### config.mk
export PLATFORM = sky130hd
export DESIGN_NAME = rsp_back
export DESIGN_NICKNAME = d
export VERILOG_FILES = /design/src/rtl/rsp_pkg.sv /design/src/rtl/rsp_back.sv
export VERILOG_INCLUDE_DIRS = /design/src /design/src/rtl
export SDC_FILE = /design/constraint.sdc
export NUM_CORES = 1
export LEC_CHECK = 0
export CAP_MARGIN = 20
export CORE_UTILIZATION = 50
export CTS_BUF_LIST = sky130_fd_sc_hd__clkbuf_8
export CTS_CLUSTER_SIZE = 25
export DETAILED_ROUTE_END_ITERATION = 7
export DONT_BUFFER_PORTS = 1
export GPL_TIMING_DRIVEN = 0
export MAX_ROUTING_LAYER = met4
export PLACE_DENSITY = 0.76
export SYNTH_ARGS = -nofsm -noshare
export SYNTH_HDL_FRONTEND = slang
export SYNTH_SLANG_ARGS = --single-unit
### constraint.sdc
create_clock -name clk -period 16.9 [get_ports clk]
set_input_delay 1.69 -clock clk [delete_from_list [all_inputs] [get_ports clk]]
set_output_delay 1.69 -clock clk [all_outputs]
set_load 0.1 [all_outputs]
### src/rtl/reed_solomon_parity_encoder_assert.svh
// assertion helpers shared by the encoder modules
`ifndef REED_SOLOMON_PARITY_ENCODER_ASSERT_SVH
`define REED_SOLOMON_PARITY_ENCODER_ASSERT_SVH

// consequent must hold in the same cycle as the antecedent
`define RSP_ASSERT_HOLDS(label, ante, cons, msg) \
    label: assert property (@(posedge clk) disable iff (!rst_n) (ante) |-> (cons)) \
        else $error(msg);

// consequent must hold in the cycle after the antecedent
`define RSP_ASSERT_NEXT(label, ante, cons, msg) \
    label: assert property (@(posedge clk) disable iff (!rst_n) (ante) |=> (cons)) \
        else $error(msg);

`endif

### src/rtl/rsp_pkg.sv
`timescale 1ns / 1ps

package rsp_pkg;

    localparam int SYMBOL_BITS       = 8;
    localparam int FIELD_ORDER       = (1 << SYMBOL_BITS) - 1;
    localparam int POLY_BITS         = SYMBOL_BITS + 1;
    localparam int RCOUNT_BITS       = 6;
    localparam int IDX_BITS          = 5;
    localparam int MAX_PARITY_DEF    = 32;
    localparam int CFG_INDEX_BITS    = 3;
    localparam int CFG_DATA_BITS     = POLY_BITS;
    localparam int FRAME_QUEUE_DEPTH = 2;
    localparam int QPTR_BITS         = $clog2(FRAME_QUEUE_DEPTH);
    localparam int QCOUNT_BITS       = $clog2(FRAME_QUEUE_DEPTH + 1);

    localparam logic [SYMBOL_BITS-1:0] FIELD_ONE       = 8'h01;
    localparam logic [SYMBOL_BITS-1:0] RST_POLY_LOW    = 8'h1D;
    localparam logic [SYMBOL_BITS-1:0] RST_PRIMITIVE   = 8'h02;
    localparam logic [SYMBOL_BITS-1:0] RST_FIRST_ROOT  = 8'h00;
    localparam logic [RCOUNT_BITS-1:0] RST_PARITY_CNT  = 6'd24;
    localparam logic [RCOUNT_BITS-1:0] MIN_PARITY      = 6'd2;

    typedef logic [SYMBOL_BITS-1:0] symbol_t;

    typedef enum logic [CFG_INDEX_BITS-1:0] {
        CFG_FIELD_POLY   = 3'd0,
        CFG_PRIMITIVE    = 3'd1,
        CFG_FIRST_ROOT   = 3'd2,
        CFG_PARITY_COUNT = 3'd3
    } cfg_reg_t;

    typedef struct packed {
        logic busy;
        logic clear;
    } gen_status_t;

    // shift-and-add product, reduced by x^8 + red
    function automatic symbol_t gf_mul(symbol_t a, symbol_t b, symbol_t red);
        symbol_t acc;
        symbol_t p;
        logic    carry;
        acc = '0;
        p   = a;
        for (int k = 0; k < SYMBOL_BITS; k++)
        begin
            if (b[k])
            begin
                acc = acc ^ p;
            end
            carry = p[SYMBOL_BITS-1];
            p     = {p[SYMBOL_BITS-2:0], 1'b0};
            if (carry)
            begin
                p = p ^ red;
            end
        end
        return acc;
    endfunction

endpackage

### src/rtl/rsp_back.sv
`timescale 1ns / 1ps
`include "reed_solomon_parity_encoder_assert.svh"

module rsp_back #(
    parameter int MAX_PARITY = rsp_pkg::MAX_PARITY_DEF
) (
    input  logic                                            clk,
    input  logic                                            rst_n,
    input  logic                                            frame_push,
    input  logic [MAX_PARITY-1:0][rsp_pkg::SYMBOL_BITS-1:0] frame_data,
    output logic                                            q_full,
    input  logic [$clog2(MAX_PARITY+1)-1:0]                 r_eff,
    input  logic                                            pop,
    output logic                                            empty,
    output rsp_pkg::symbol_t                                parity_symbol,
    output logic [rsp_pkg::IDX_BITS-1:0]                    parity_index,
    output logic                                            parity_last
);
    import rsp_pkg::*;

    localparam int RW = $clog2(MAX_PARITY + 1);
    localparam int IW = $clog2(MAX_PARITY);

    logic [MAX_PARITY-1:0][SYMBOL_BITS-1:0] q_mem [FRAME_QUEUE_DEPTH];
    logic [QPTR_BITS-1:0]                   wr_ptr_reg;
    logic [QPTR_BITS-1:0]                   rd_ptr_reg;
    logic [QCOUNT_BITS-1:0]                 count_reg;
    logic [IW-1:0]                          off_reg;
    logic                                   out_valid_reg;
    symbol_t                                out_sym_reg;
    logic [IDX_BITS-1:0]                    out_index_reg;
    logic                                   out_last_reg;

    logic [RW-1:0]                          idx;
    symbol_t                                sym;
    logic                                   load;
    logic                                   frame_done;

    assign q_full     = (count_reg == QCOUNT_BITS'(FRAME_QUEUE_DEPTH));
    assign idx        = r_eff - RW'(1) - RW'(off_reg);
    assign sym        = q_mem[rd_ptr_reg][IW'(idx)];
    assign load       = (count_reg != '0) && (!out_valid_reg || pop);
    assign frame_done = load && (idx == '0);

    always_ff @(posedge clk)
    begin
        if (frame_push)
        begin
            q_mem[wr_ptr_reg] <= frame_data;
        end
        if (load)
        begin
            out_sym_reg   <= sym;
            out_index_reg <= IDX_BITS'(idx);
            out_last_reg  <= (idx == '0);
        end
    end

    always_ff @(posedge clk or negedge rst_n)
    begin
        if (!rst_n)
        begin
            wr_ptr_reg    <= '0;
            rd_ptr_reg    <= '0;
            count_reg     <= '0;
            off_reg       <= '0;
            out_valid_reg <= 1'b0;
        end
        else
        begin
            if (frame_push)
            begin
                wr_ptr_reg <= wr_ptr_reg + QPTR_BITS'(1);
            end
            // serialiser walks the head frame from the top coefficient down
            if (frame_done)
            begin
                rd_ptr_reg <= rd_ptr_reg + QPTR_BITS'(1);
                off_reg    <= '0;
            end
            else if (load)
            begin
                off_reg <= off_reg + IW'(1);
            end
            count_reg <= count_reg + QCOUNT_BITS'(frame_push) - QCOUNT_BITS'(frame_done);
            if (load)
            begin
                out_valid_reg <= 1'b1;
            end
            else if (pop)
            begin
                out_valid_reg <= 1'b0;
            end
        end
    end

    assign empty         = !out_valid_reg;
    assign parity_symbol = out_sym_reg;
    assign parity_index  = out_index_reg;
    assign parity_last   = out_last_reg;

    `RSP_ASSERT_HOLDS(a_last_index, out_valid_reg && out_last_reg, out_index_reg == '0, "last beat not index zero")
    `RSP_ASSERT_HOLDS(a_count_range, 1'b1, count_reg <= QCOUNT_BITS'(FRAME_QUEUE_DEPTH), "frame queue overflow")
    `RSP_ASSERT_HOLDS(a_off_idle, count_reg == '0, off_reg == '0, "serialiser offset left over")
    `RSP_ASSERT_HOLDS(a_no_push_full, q_full, !frame_push, "frame pushed into full queue")

endmodule

==> summary.txt <==
Critical path
  – Critical register-to-register path startpoint: off_reg[0]
  – CP required: 17.22 ns
  – Arrival time worst endpoint: 4.74 ns
  – Bufs and invs on worst path: 2
  – CP startpoint kind: input port
  – Crit path max-delay family: buffers and inverters
  – Slowest CP cell: clkbuf_1
  – R2r worst-path depth: 10
  – Critical path fanouts, max: 10
  – Critical-path cell list: ha_1 -> fa_1 -> buf_2 -> clkbuf_1 -> mux4_2 -> a21oi_1 -> o2111ai_1 -> o211ai_1 -> a31oi_1
  – R2R setup slack: 13.07 ns
  – Crit Path Category: in -> reg
  – CP peak stage delay: about 0.75 ns
  – Reg2reg end: parity_symbol[1]
  – Crit end category: flip-flop

Timing
  – Max Slew Vio Count: 0
  – Fmax: 226.6 MHz
  – Final setup margin: 12.49 ns
  – RSZ-0062 raised after global routing: no
  – Final period utilization: 26.12%
  – Worst slew pin tran: ~1.1 ns
  – Setup TNS: 0 ns
  – Final min period: 4.414 ns
  – Slew HR: 27.54%
  – Worst Clk Skew: 0.02388 ns
  – Final Hold Viols: 0
  – Final setup viols: 0

Place
  – PortBufs: 0
  – Placer Congestion: 0.8302
  – Placed insts: 1452
  – Detailed Place HPWL: 33.06 mm
  – Post-Place Setup Slack: 11.84 ns

Synth
  – Simple-gate share of the synthesized area: just over 2%
  – YS warnings: 0
  – Most common cell in the netlist: edfxtp_1
  – Mapped Cells: 907
  – Share of the synthesized area in the top cell type: 76.40%
  – Async set-reset flop share out of synthesis: 1.866%
  – Synth cell types: 54
  – Top cells by area, synth: edfxtp_1 (76%), mux4_2 (15%), dfrtp_1 (1.2%), nand2_1 (0.47%), ha_1 (0.42%)
  – Synthesized flop and latch total: 536
  – Compound-Gate Fraction of Synth Area: around 2.4%
  – Post-synthesis adder-cell area fraction: 0.5205%
  – Commonest register cell after synthesis: edfxtp_1
  – Mapped Area: 0.02067 sq mm
  – Largest family of logic cells by synthesized area: multiplexers
  – XOR/XNOR share of the synthesized area: less than 1%
  – EDFF count, synth: ~530
  – Syn avg cell area: 22.79 sq um
  – Area leader, netlist: edfxtp_1
  – Seq/Total Area, Yosys: 77.61%
  – Mux cell area share after synthesis: 15.75%
  – Syn_nets: between 1000 and 1500
  – Commonest cells in the netlist: edfxtp_1 (526), mux4_2 (141), nand2_1 (26), a21oi_1 (15)

CTS
  – Max clock buf depth: 3
  – Num CTS Buffers: 84
  – Clock transition at the registers of the reported paths: 0.06 ns
  – Postcts setup bufs: 0
  – Sink Count: 536
  – Root Buffer Master: clkbuf_8
  – CTS H-tree depth: 3
  – CTS Hold Bufs: 0
  – Clock latency on the worst-skew pair: between 0.6 and 0.7 ns
  – Post-CTS sizing: 0
  – CTS tree: done

Floorplanning
  – Die W: 205.3 microns
  – Core outline area: 0.04083 sq mm
  – Chip height: 205.3 microns
  – Row cnt: between 70 and 80
  – Die area: between 0.04 and 0.05 sq mm
  – Starting Density: 50.63%
  – Top Ports: 282

Global route
  – Vias in the first global route: approximately 11000
  – Initial antenna violation count: 2
  – Grt total ovfl: 0
  – First-pass GRT wire length: between 60 and 70 mm
  – Total GRT Usage: 23.55%
  – Largest net degree at the start of global routing: 70

Final layout
  – Largest Register: q_mem
  – Final Util: 56.67%
  – Final non-filler cell total: 1603
  – Fin nets: 1280
  – Layout cell share with drive strength beyond 1: 27.46%
  – Synth-to-layout area growth: 11.93%
  – Max FFs per register: just over 500

Drt
  – Via density per instance: 5.981
  – Total routed wirelength: 47.04 mm
  – Vias: between 9000 and 10000
  – Mean routed wirelength per cell: 29.34 microns
  – Post-route ant nets: 0
  – Drt pass-1 iters: 5
  – Initial drt markers: between 700 and 800
  – Drt drc: 0

Outcome
  – Status: completed

Worst hold path
  – Hold path depth: 2
  – Worst hold path startpoint: out_valid_reg
  – Hold worst-path end: out_valid_reg
  – HP Class: reg -> reg

Power and ir drop
  – Total power: 4.400 mW
  – Power Dens Cells: 190.2 mW/mm^2
  – Lkg Pwr: 7.579 nW
  – Max VDD drop: ~0.096 mV

Run
  – Max Cap Viol: 0
-- worst register-to-register path: stages (launching register included) --
cell       delay, ns
dfrtp_1         0.40
inv_1           0.06
ha_1            0.21
fa_1            0.60
buf_2           0.41
clkbuf_1        0.76
mux4_2          0.48
a21oi_1         0.17
o2111ai_1       0.13
o211ai_1        0.18
a31oi_1         0.09
-- where the power goes --
part           leakage (nW)  internal [mW]  switching, mW  total (mW)
clock                 0.864          0.502          0.477       0.979
sequential             5.05           1.79          0.200        1.99
combinational          1.66          0.593          0.838        1.43
total                  7.58           2.88           1.52        4.40
-- final cells by class --
class / instances / area (sq um)
Fill cell: 2958 / 17690
Sequential cell: 536 / 16050
Multi-Input combinational cell: 316 / 4340
Clock buffer: 86 / 1184
Tap cell: 532 / 665.6
Clock inverter: 61 / 311.5
Timing Repair Buffer: 13 / 282.8
Buffer: 42 / 251.5
Inverter: 13 / 48.80
Antenna cell: 4 / 10.01
-- per-layer routing --
metal,GRT usage (%),up-vias,routed length [microns]
li1,-,4092,-
met1,26.02,4996,16840
met2,38.49,418,23850
met3,9.835,81,5259
met4,7.857,0,1091
met5,-,-,0
-- cells in the final DEF, fill, tap and decap left out, types with 10 or more instances in the layout --
cell type and n:
o22ai_1 13, clkinv_1 18, buf_2 12, a21oi_1 15, nor3_1 10, clkbuf_8 86, buf_12 10, mux4_2 141
nand2_1 26, nand3_1 13, dfrtp_1 10, edfxtp_1 526, inv_1 38, clkbuf_1 12
-- stage by stage --
stage          hold WS [ns]  area [sq um]
3_5_place_dp         0.5026         21630
5_1_grt              0.5699         23140
4_1_cts              0.5175         23130
3_3_place_gp         0.4686         21340
6_report             0.5309         23140
2_1_floorplan        0.4555         20670
-- worst max path at each step --
stage                from          endpoint  slack (ns)  cells after the start
6_report         r_eff[0]  parity_symbol[1]       12.49                      9
5_1_grt          r_eff[0]      count_reg[1]       12.38                     11
4_1_cts          r_eff[0]  parity_symbol[3]       12.53                      9
3_5_place_dp     r_eff[0]  parity_symbol[3]       11.84                      9
3_3_place_gp   frame_push     q_mem[0][255]       -2.35                      1
2_1_floorplan  frame_push       q_mem[0][0]        3.29                      1
-- logic make-up after synthesis --
kind of cell | after synthesis
AO/OA/AOI/OAI | 72
XOR/XNOR | 6
adder cells (fa/ha/maj) | 8
buffers and inverters | 55
flip-flops | 536
multiplexers | 149
AND/OR/NAND/NOR | 81
(Power assumes the default switching activity.)
